==> config.mk <==
export PLATFORM = sky130hd
export DESIGN_NAME = cobs_frame_decoder_core
export DESIGN_NICKNAME = d
export VERILOG_FILES = /design/src/cobs_pkg.sv /design/src/cobs_frame_decoder_core.sv
export SDC_FILE = /design/constraint.sdc
export NUM_CORES = 1
export LEC_CHECK = 0
export ABC_AREA = 1
export BUFFER_PORTS_ARGS = -buffer_cell sky130_fd_sc_hd__buf_2
export CORE_MARGIN = 2
export CORE_UTILIZATION = 40
export DETAILED_ROUTE_END_ITERATION = 10
export PLACE_DENSITY = 0.68
export SYNTH_ARGS = -nofsm -noshare
export SYNTH_HDL_FRONTEND = slang
export SYNTH_SLANG_ARGS = --single-unit
export TNS_END_PERCENT = 1
==> constraint.sdc <==
create_clock -name clk -period 2.8 [get_ports clk]
set_input_delay 0.14 -clock clk [delete_from_list [all_inputs] [get_ports clk]]
set_output_delay 0.14 -clock clk [all_outputs]
set_load 0.02 [all_outputs]
==> src/cobs_pkg.sv <==
// ---------------------------------------------------------------------------
// cobs_pkg: shared types and constants for the COBS frame decoder
// Holds the input and result item structs, the decoder mode codes and the
// frame buffer sizing constants.
// ---------------------------------------------------------------------------
`timescale 1ns / 1ps
`default_nettype none

package cobs_pkg;

	// frame buffer sizing
	localparam int BUFFER_DEPTH = 1024;
	localparam int IDX_W        = $clog2(BUFFER_DEPTH);   // write index width
	localparam int FILL_W       = 11;                     // fill count, holds the depth itself
	localparam int CAP_W        = 11;
	localparam int CFG_DATA_W   = 11;
	localparam int CFG_IDX_W    = 1;

	// configuration register indexes
	localparam logic [CFG_IDX_W-1:0] CFG_CAPACITY  = 1'd0;
	localparam logic [CFG_IDX_W-1:0] CFG_DELIMITER = 1'd1;

	// reset values of the configuration registers
	localparam logic [CAP_W-1:0] CAPACITY_RST  = CAP_W'(1024);
	localparam logic [7:0]       DELIMITER_RST = 8'd0;

	// request kinds
	localparam logic REQ_BYTE = 1'b0;
	localparam logic REQ_DROP = 1'b1;

	// decoder mode
	typedef enum logic [1:0] {
		MODE_END     = 2'd0,
		MODE_READING = 2'd1,
		MODE_FAIL    = 2'd2
	} cobs_mode_t;

	// input item
	typedef struct packed {
		logic       req_type;
		logic [7:0] rx_byte;
	} cobs_in_t;

	// result item
	typedef struct packed {
		logic              accepted;
		logic              write_valid;
		logic [IDX_W-1:0]  write_index;
		logic [7:0]        write_value;
		logic              frame_end;
		logic              frame_ready;
		logic [FILL_W-1:0] frame_length;
		logic              frame_invalid;
	} cobs_out_t;

endpackage

`default_nettype wire

==> src/cobs_frame_decoder_core.sv <==
// ---------------------------------------------------------------------------
// cobs_frame_decoder_core: byte-at-a-time COBS frame decoder
// Decodes one encoded byte or drop request per item and produces one
// result item with the buffer write and the frame status.
// ---------------------------------------------------------------------------
// Usage:
//   Input channel (in_valid / in_stall / in_data) carries one received byte
//   or a drop request per item. Output channel (out_valid / out_stall /
//   out_data) returns exactly one result item per input item, in order.
//   Each result holds an optional write (index and value) for an external
//   frame buffer plus end-of-frame, ready, length and invalid flags.
//   Throughput: one item per cycle while in_stall is low; the decoder state
//   (mode, block bytes left, fill index) is registered when an item is taken.
//   A two-entry output buffer (result register plus skid register) lets an
//   item be accepted while the previous result still waits; in_stall rises
//   only once both entries hold results, so it is a register output.
//   Reset (arst_n low) puts the decoder in end-of-frame mode with an empty
//   frame, capacity 1024 and delimiter 0, and empties the output buffer.
//   Configuration (cfg_we, cfg_index, cfg_wdata) is to be written by the user
//   only while idle; the block itself does not enforce this.
// ---------------------------------------------------------------------------
`timescale 1ns / 1ps
`default_nettype none

module cobs_frame_decoder_core (
	input  wire                                clk,
	input  wire                                arst_n,
	// input items
	input  wire                                in_valid,
	output logic                               in_stall,
	input  cobs_pkg::cobs_in_t                 in_data,
	// result items
	output logic                               out_valid,
	input  wire                                out_stall,
	output cobs_pkg::cobs_out_t                out_data,
	// configuration
	input  wire                                cfg_we,
	input  wire  [cobs_pkg::CFG_IDX_W-1:0]     cfg_index,
	input  wire  [cobs_pkg::CFG_DATA_W-1:0]    cfg_wdata
);
	import cobs_pkg::*;

	// configuration registers
	logic [CAP_W-1:0]  capacity_q;
	logic [7:0]        delimiter_q;

	// decoder state
	cobs_mode_t        mode_q, mode_d;
	logic [7:0]        block_left_q, block_left_d;
	logic [FILL_W-1:0] fill_index_q, fill_index_d;
	logic              last_full_q, last_full_d;

	// output buffer
	logic              res_valid_q, skid_valid_q;
	cobs_out_t         res_q, skid_q;
	cobs_out_t         res_d;

	logic              in_take, out_take;
	logic [FILL_W-1:0] eff_cap;
	logic              is_code, do_write, overflow;

	assign in_take  = in_valid && !in_stall;
	assign out_take = res_valid_q && !out_stall;
	assign in_stall = skid_valid_q;
	assign out_valid = res_valid_q;
	assign out_data  = res_q;

	// effective capacity: min(capacity, buffer depth)
	assign eff_cap = (capacity_q > FILL_W'(BUFFER_DEPTH)) ? FILL_W'(BUFFER_DEPTH) : capacity_q;

	assign is_code  = (block_left_q == 8'd0);
	assign do_write = !is_code || !last_full_q;
	assign overflow = do_write && (fill_index_q >= eff_cap);

	// configuration writes
	always_ff @(posedge clk or negedge arst_n) begin
		if (!arst_n) begin
			capacity_q  <= CAPACITY_RST;
			delimiter_q <= DELIMITER_RST;
		end else if (cfg_we) begin
			unique case (cfg_index)
				CFG_CAPACITY:  capacity_q  <= CAP_W'(cfg_wdata);
				CFG_DELIMITER: delimiter_q <= cfg_wdata[7:0];
				default: ;
			endcase
		end
	end

	// next state and result of one item
	always_comb begin
		mode_d       = mode_q;
		block_left_d = block_left_q;
		fill_index_d = fill_index_q;
		last_full_d  = last_full_q;
		res_d        = '0;
		res_d.accepted = 1'b1;

		if (in_data.req_type == REQ_DROP) begin
			mode_d       = MODE_END;
			block_left_d = 8'd0;
			fill_index_d = '0;
			last_full_d  = 1'b0;
		end else if (in_data.rx_byte == delimiter_q) begin
			if (mode_q == MODE_END) begin
				fill_index_d = '0;
				block_left_d = 8'd0;
			end else begin
				// delimiter mid-block or after failure discards the frame
				if (mode_q != MODE_READING || !is_code) begin
					fill_index_d = '0;
					block_left_d = 8'd0;
				end
				mode_d         = MODE_END;
				res_d.accepted = 1'b0;
			end
		end else begin
			unique case (mode_q)
				MODE_END: begin
					block_left_d = in_data.rx_byte - 8'd1;
					last_full_d  = (in_data.rx_byte == 8'hFF);
					mode_d       = MODE_READING;
				end
				MODE_READING: begin
					if (overflow) begin
						mode_d         = MODE_FAIL;
						fill_index_d   = '0;
						res_d.accepted = 1'b0;
					end else begin
						if (do_write) begin
							res_d.write_valid = 1'b1;
							res_d.write_index = fill_index_q[IDX_W-1:0];
							res_d.write_value = is_code ? 8'd0 : in_data.rx_byte;
							fill_index_d      = fill_index_q + FILL_W'(1);
						end
						if (is_code) begin
							block_left_d = in_data.rx_byte - 8'd1;
							last_full_d  = (in_data.rx_byte == 8'hFF);
						end else begin
							block_left_d = block_left_q - 8'd1;
						end
					end
				end
				default: ;  // fail: byte ignored
			endcase
		end

		// frame status after this item
		res_d.frame_end     = (mode_d == MODE_END);
		res_d.frame_ready   = res_d.frame_end && (fill_index_d != '0);
		res_d.frame_length  = res_d.frame_ready ? fill_index_d : '0;
		res_d.frame_invalid = !res_d.frame_ready && (mode_d != MODE_READING);
	end

	// decoder state registers
	always_ff @(posedge clk or negedge arst_n) begin
		if (!arst_n) begin
			mode_q       <= MODE_END;
			block_left_q <= 8'd0;
			fill_index_q <= '0;
			last_full_q  <= 1'b0;
		end else if (in_take) begin
			mode_q       <= mode_d;
			block_left_q <= block_left_d;
			fill_index_q <= fill_index_d;
			last_full_q  <= last_full_d;
		end
	end

	// output buffer control: result register fed by new item or skid
	always_ff @(posedge clk or negedge arst_n) begin
		if (!arst_n) begin
			res_valid_q  <= 1'b0;
			skid_valid_q <= 1'b0;
		end else begin
			if (!res_valid_q || out_take) begin
				res_valid_q  <= skid_valid_q || in_take;
				skid_valid_q <= 1'b0;
			end else if (in_take) begin
				skid_valid_q <= 1'b1;
			end
		end
	end

	// output buffer payload
	always_ff @(posedge clk) begin
		if (!res_valid_q || out_take) begin
			if (skid_valid_q) begin
				res_q <= skid_q;
			end else if (in_take) begin
				res_q <= res_d;
			end
		end
		if (in_take && res_valid_q && !out_take) begin
			skid_q <= res_d;
		end
	end

endmodule

`default_nettype wire
### Word-level counts from Yosys, hierarchy flattened

Cells that the tools add are included.

* bits in registers: 111
* input bits: 26
* output and inout bits: 36

* add/subtract/negate cells: 3
* $lt $le $gt $ge: 2
* equality and inequality tests: 10
* multiplexer cells: 39
* bitwise operators: 1
* reductions and logical operators: 31

Operator list (count)
* 2-to-1 mux 11 bit: 9
* 2-to-1 mux 34 bit: 2
* 2-to-1 mux 19 bit: 3
* 2-to-1 mux 8 bit: 7
* 2-to-1 mux 20 bit: 2
* one-hot mux 8 bit (2 select lines): 1
* subtractor 8 x 1 -> 8 bit (second input constant): 2
* adder 11 x 1 -> 11 bit (second input constant): 1
* >= comparator 11 bit: 1
* > comparator 11 bit (second input constant): 1
* nonzero test 11 bit: 1
* 2-to-1 mux 1 bit: 9
* == test 8 bit: 1
* == test 8 bit (second input constant): 1
* zero test 8 bit: 1
* 2-to-1 mux 2 bit: 4
* logical AND 1 bit: 7
* zero test 1 bit: 7
* != test 3 bit (second input constant): 2
* AND reduction 2 bit: 3
* AND reduction 5 bit: 1
* zero test 2 bit: 2
* logical OR 1 bit: 4
* != test 2 x 1 -> 1 bit (second input constant): 2
* 11 further kinds: 12

### Longest topological paths before layout

* depth in word-level cells: 14
* depth in mapped cells: 23

### Worst setup path after synthesis

Ideal clock, no wire load.

* path kind: reg-to-reg
* from: register capacity_q[2]
* to: register res_q, in the netlist out_data[7] (data pin)
* setup time: 0.259 ns
* data arrival time: 2.764 ns
* setup slack: -0.223 ns
* stages on the path, launching flop included: 23
* buffers on the path: 1
* period minus slack after synthesis: 3.023 ns
* cells stage by stage: dfrtp_1 -> nor4_1 -> a31o_2 -> clkbuf_1 -> nand2_1 -> ha_1 -> nand2_1 -> inv_1 -> nand2_1 -> nor2_1 -> nand2_1 -> nand2_1 -> nor2_1 -> nor2_2 -> nor2_1 -> nand2_1 -> nand2_1 -> nand2_1 -> nand2_1 -> nor2_2 -> nand2_4 -> nand2_4 -> o21ai_1

* cells in the longest elaborated chain, start to end: 13

Ends and longest elaborated chain
* from (decl): line cobs_frame_decoder_core.sv:44 `logic [CAP_W-1:0] capacity_q;`
* from (signal assigned): line cobs_frame_decoder_core.sv:82 `CFG_CAPACITY: capacity_q <= CAP_W'(cfg_wdata);`
* > comparator 11 bit: line cobs_frame_decoder_core.sv:69 `assign eff_cap = (capacity_q > FILL_W'(BUFFER_DEPTH)) ? FILL_W'(BUFFER_DEPTH) : capacity_q;`
* 2-to-1 mux 11 bit (*): line cobs_frame_decoder_core.sv:69
* >= comparator 11 bit (*): line cobs_frame_decoder_core.sv:73 `assign overflow = do_write && (fill_index_q >= eff_cap);`
* logical AND 1 bit (*): line cobs_frame_decoder_core.sv:73
* 2-to-1 mux 11 bit / 2-to-1 mux 2 bit (equally long branches): line cobs_frame_decoder_core.sv:124 `if (overflow) begin`
* 2-to-1 mux 11 bit / one-hot mux 2 bit (2 select lines) (equally long branches): line cobs_frame_decoder_core.sv:117 `unique case (mode_q)`
* 2-to-1 mux 11 bit / 2-to-1 mux 2 bit (equally long branches): line cobs_frame_decoder_core.sv:103 `end else if (in_data.rx_byte == delimiter_q) begin`
* 2-to-1 mux 11 bit / 2-to-1 mux 2 bit (equally long branches): line cobs_frame_decoder_core.sv:98 `if (in_data.req_type == REQ_DROP) begin`
* nonzero test 11 bit / zero test 2 bit (equally long branches): line cobs_frame_decoder_core.sv:149, cobs_frame_decoder_core.sv:148
* logical AND 1 bit: line cobs_frame_decoder_core.sv:149 `res_d.frame_ready = res_d.frame_end && (fill_index_d != '0);`
* 2-to-1 mux 11 bit (*): line cobs_frame_decoder_core.sv:150 `res_d.frame_length = res_d.frame_ready ? fill_index_d : '0;`
* 2-to-1 mux 34 bit (*): line cobs_frame_decoder_core.sv:189 `end else if (in_take) begin`
* 2-to-1 mux 34 bit (*): line cobs_frame_decoder_core.sv:187 `if (skid_valid_q) begin`
* to (signal assigned): line cobs_frame_decoder_core.sv:188 `res_q <= skid_q;`
* to (signal assigned): line cobs_frame_decoder_core.sv:190 `res_q <= res_d;`
* to (decl): line cobs_frame_decoder_core.sv:55 `cobs_out_t res_q, skid_q;`

Every way passes the cells marked *; elsewhere a longest branch is shown, timed or not. The select of a mux whose other input is x is not followed.
A chain may end at the register's enable or synchronous reset.

==> summary.md <==
| Metric | Value |
|---|---|
| Clock share of power | `25.8%` |
| Most frequent cells in the layout | `nand2_1, inv_1, edfxtp_1, buf_2, buf_4` |
| Diodes inserted | `0` |
| CTS tree | `done` |
| Psw | `roughly 1700 uW` |
| Outcome | `finished, violations left` |
| Worst vdd ir | `between 0.0003 and 0.0004 V` |
| Die area | `15600 um2` |
| Routed Antenna Nets | `0` |
| Commonest non-fill, non-tap cell in the layout | `nand2_1` |
| CP startpoint kind | `flip-flop` |
| Row cnt | `44` |
| Area grow syn2layout | `24.0%` |
| Total congestion overflow | `0` |
| Worst-margin pin slew | `approximately 1100 ps` |
| Crit path max fanout | `5` |
| Crit path max-delay family | `simple AND/OR/NAND/NOR gates` |
| Layout cells sized above 1 | `approximately 28%` |
| Nets | `around 800` |
| DR pass1 iterations | `6` |
| Core ar. | `roughly 14000 um2` |
| DRT iter0 DRCs | `about 360` |
| Dpl hpwl | `about 10000 um` |
| Largest net degree at the start of global routing | `44` |
| #FFs+latches synth | `between 100 and 150` |
| Ys Warns | `0` |
| Antenna violations before repair | `0` |
| Post-route insts no fill | `roughly 960` |
| Setup violations, final | `37` |
| Worst slew margin relative to its limit | `around 27%` |
| GPL Wtd Cong | `approximately 0.87` |
| Net Sw Frac | `~34%` |
| Synthesized Nets | `708` |
| Crit-path cells | `nor4_4 -> a31o_4 -> nand2_1 -> ha_1 -> nand2_1 -> inv_1 -> nand2_1 -> nor2_1 -> nand2_1 -> nand2_4 -> o21bai_4 -> buf_4 -> nand3_2 -> nand2_2 -> nor2_4 -> nand3_2 -> nor2_4 -> nand2_4 -> nand2_4 -> buf_12 -> nor2_1` |
| Crit Path Class | `reg -> reg` |
| Ys async rst share | `38.7%` |
| Post-Syn Instances | `666` |
| Htree depth | `3` |
| Slowest CP cell | `dfrtp_1` |
| Longest Clk Path Bufs | `2` |
| F_max | `between 300 and 400 MHz` |
| Io pins | `between 60 and 70` |
| Fin. max-slew vios | `0` |
| Seq/Total Area, Yosys | `about 53%` |
| Syn_area_per_cell | `between 8 and 9 um2` |
| Core Util, Final | `between 50% and 60%` |
| Total leakage power | `0.00332 uW` |
| Int Power | `~3300 uW` |
| Clk sinks | `between 100 and 150` |
| Hold path depth | `2` |
| FF-to-FF path depth | `21` |
| RSZ-0062 raised after global routing | `true` |
| Final min period | `between 3000 and 4000 ps` |
| End of the worst hold path | `capacity_q[9]` |
| Max incr delay on CP | `between 400 and 500 ps` |
| Max_cap viols | `0` |
| Worst path bufs/invs | `3` |
| PortBufs | `61` |
| Clock Latency Late Sink | `360 ps` |
| DRC errors left | `0` |
| Most frequent cell on the critical path | `nand2_1` |
| Post-route cell area | `a little over 7000 um2` |
| Initial Utilization | `between 40% and 50%` |
| Final Skew | `approximately 12 ps` |
| Cell Area, Placed | `6660 um2` |
| Die Wd | `125 um` |
| Required @ worst endpoint | `a little under 3000 ps` |
| Failing checks | `setup timing` |
| Seq pwr share | `between 40% and 50%` |
| Vias | `between 4k and 5k` |
| Num CTS Buffers | `9` |
| Number of synthesized flops with an enable pin | `slightly below 70` |
| Placed Cells incl. Taps | `between 900 and 1k` |
| Final wirelength | `13500 um` |
| Combinational power share | `about a third` |
| Clock slew at reported path FFs | `70 ps` |
| Power density over cell area | `681 nW/um2` |
| Vias in the first global route | `around 4.6k` |
| DIE HEIGHT | `~120 um` |
| Netlist cell types | `between 40 and 50` |
| CP Capture Type | `flip-flop` |
| Crit path DAT | `between 3000 and 4000 ps` |
| Tcrit/Tclk final | `110%` |
| Vias per cell | `a little under 5` |
| Clock root buffer | `clkbuf_16` |
| Post-DR wirelength/cell | `roughly 14 um` |
| Hold Startpoint | `cfg_wdata[9]` |
| Pre-CTS setup slack | `-380 ps` |
| R2r endpoint | `skid_q[6]` |
| Mapped cell area | `5850 um2` |
| PnR worst setup slack | `-282 ps` |
| R2R Setup Slk | `-280 ps` |
| Min-Delay Path Class | `in -> reg` |
| R2r startpoint | `capacity_q[5]` |
| Hold Fails Final Rpt | `0` |
| Total track usage | `17.9%` |
| Global-route wire length before repair | `approximately 23000 um` |
| Synth Flop Type | `edfxtp_1` |
[stage by stage]
stage | total power, uW | setup TNS, ps | hold slack [ps]
3_5_place_dp | 3550 | -11020 | 369
5_1_grt | 5280 | -14490 | 11.4
3_3_place_gp | 3520 | -7350 | 366
4_1_cts | 4910 | -5670 | 16.3
2_1_floorplan | 3060 | -2480 | -156
6_report | 4950 | -6360 | 22.2
[synthesized netlist by cell type (all sizes together), types with 4 or more instances]
| cell type | n | share of area, % |
|---|---|---|
| nand2 | 218 | 15 |
| nand3 | 30 | 3.0 |
| inv | 78 | 5.0 |
| buf | 4 | 0.58 |
| clkbuf | 16 | 1.6 |
| nand4 | 6 | 0.64 |
| nor2 | 65 | 5.0 |
| ha | 16 | 3.4 |
| o21ai | 55 | 5.1 |
| edfxtp | 68 | 35 |
| xor2 | 10 | 1.5 |
| dfrtp | 42 | 18 |
| a21oi | 13 | 1.1 |
| nor3 | 17 | 1.5 |
[layer usage]
layer | track usage, % | vias to the layer above | routed length, um
met5 | 0 | - | 0
met4 | 4.71 | 0 | 233
met3 | 3.98 | 19 | 555
met2 | 29.6 | 98 | 6520
met1 | 24.0 | 2157 | 6150
li1 | - | 2394 | -
[how the worst max path moves through the flow]
stage | startpoint | endpoint | slack [ps] | cells after the start
2_1_floorplan | capacity_q[5] | out_data[7] | -70 | 22
3_3_place_gp | capacity_q[5] | block_left_q[0] | -350 | 17
3_5_place_dp | capacity_q[6] | block_left_q[6] | -380 | 17
4_1_cts | capacity_q[9] | skid_q[6] | -260 | 22
5_1_grt | capacity_q[5] | skid_q[12] | -470 | 21
6_report | capacity_q[5] | skid_q[6] | -280 | 21
[cell type report]
| cell class | count | area [um2] |
|---|---|---|
| multi-input cells | 458 | 2590 |
| clock buffers | 12 | 236 |
| inverters | 78 | 293 |
| repair buffers | 116 | 734 |
| fillers | 1355 | 7160 |
| flip-flops and latches | 111 | 3120 |
| clock inverters | 4 | 53.8 |
| well taps | 184 | 230 |
[worst register-to-register path, delay by kind of cell, from the launching register on]
family	cells	cell delay [ps]
AOI/OAI and AO/OA	2	310
adders and majority gates	1	300
buffers and inverters	3	300
DFF	1	410
and+or+nand+nor	15	1520
[cells by family (layout without fill, tap and decap cells)]
family,Yosys count,in the layout,share of synthesized area (%)
AO/OA/AOI/OAI,83,84,8.19
AND/OR/NAND/NOR,343,343,25.6
multiplexers,2,2,0.385
buffers and inverters,98,210,7.14
XOR/XNOR,13,13,1.95
flip-flops,111,111,53.3
adder cells (fa/ha/maj),16,16,3.42
[flip-flops by register name, indices dropped and copies added (netlist names)]
register and cells:
out_data 34, skid_q 34, capacity_q 11, fill_index_q 11
block_left_q 8, delimiter_q 8, mode_q 2, in_stall 1
last_full_q 1, out_valid 1
[power groups by stage]
stage / combinational (uW) / clock (uW) / sequential (uW)
global placement: 1420 / 0 / 2100
finish: 1590 / 1280 / 2080
floorplan: 899 / 0 / 2160
global route: 1800 / 1380 / 2100
CTS: 1530 / 1310 / 2080
detailed placement: 1450 / 0 / 2100
[what timing repair did]
item                                    4_1_cts  5_1_grt
endpoints found under the setup margin       43       72
pin swaps                                    12       18
buffers inserted                              2        4
cloned                                        2        0
hold buffers                                  1        0
endpoints found under the hold margin        40        0
resized for setup                            25       38
(Power assumes the default switching activity.)
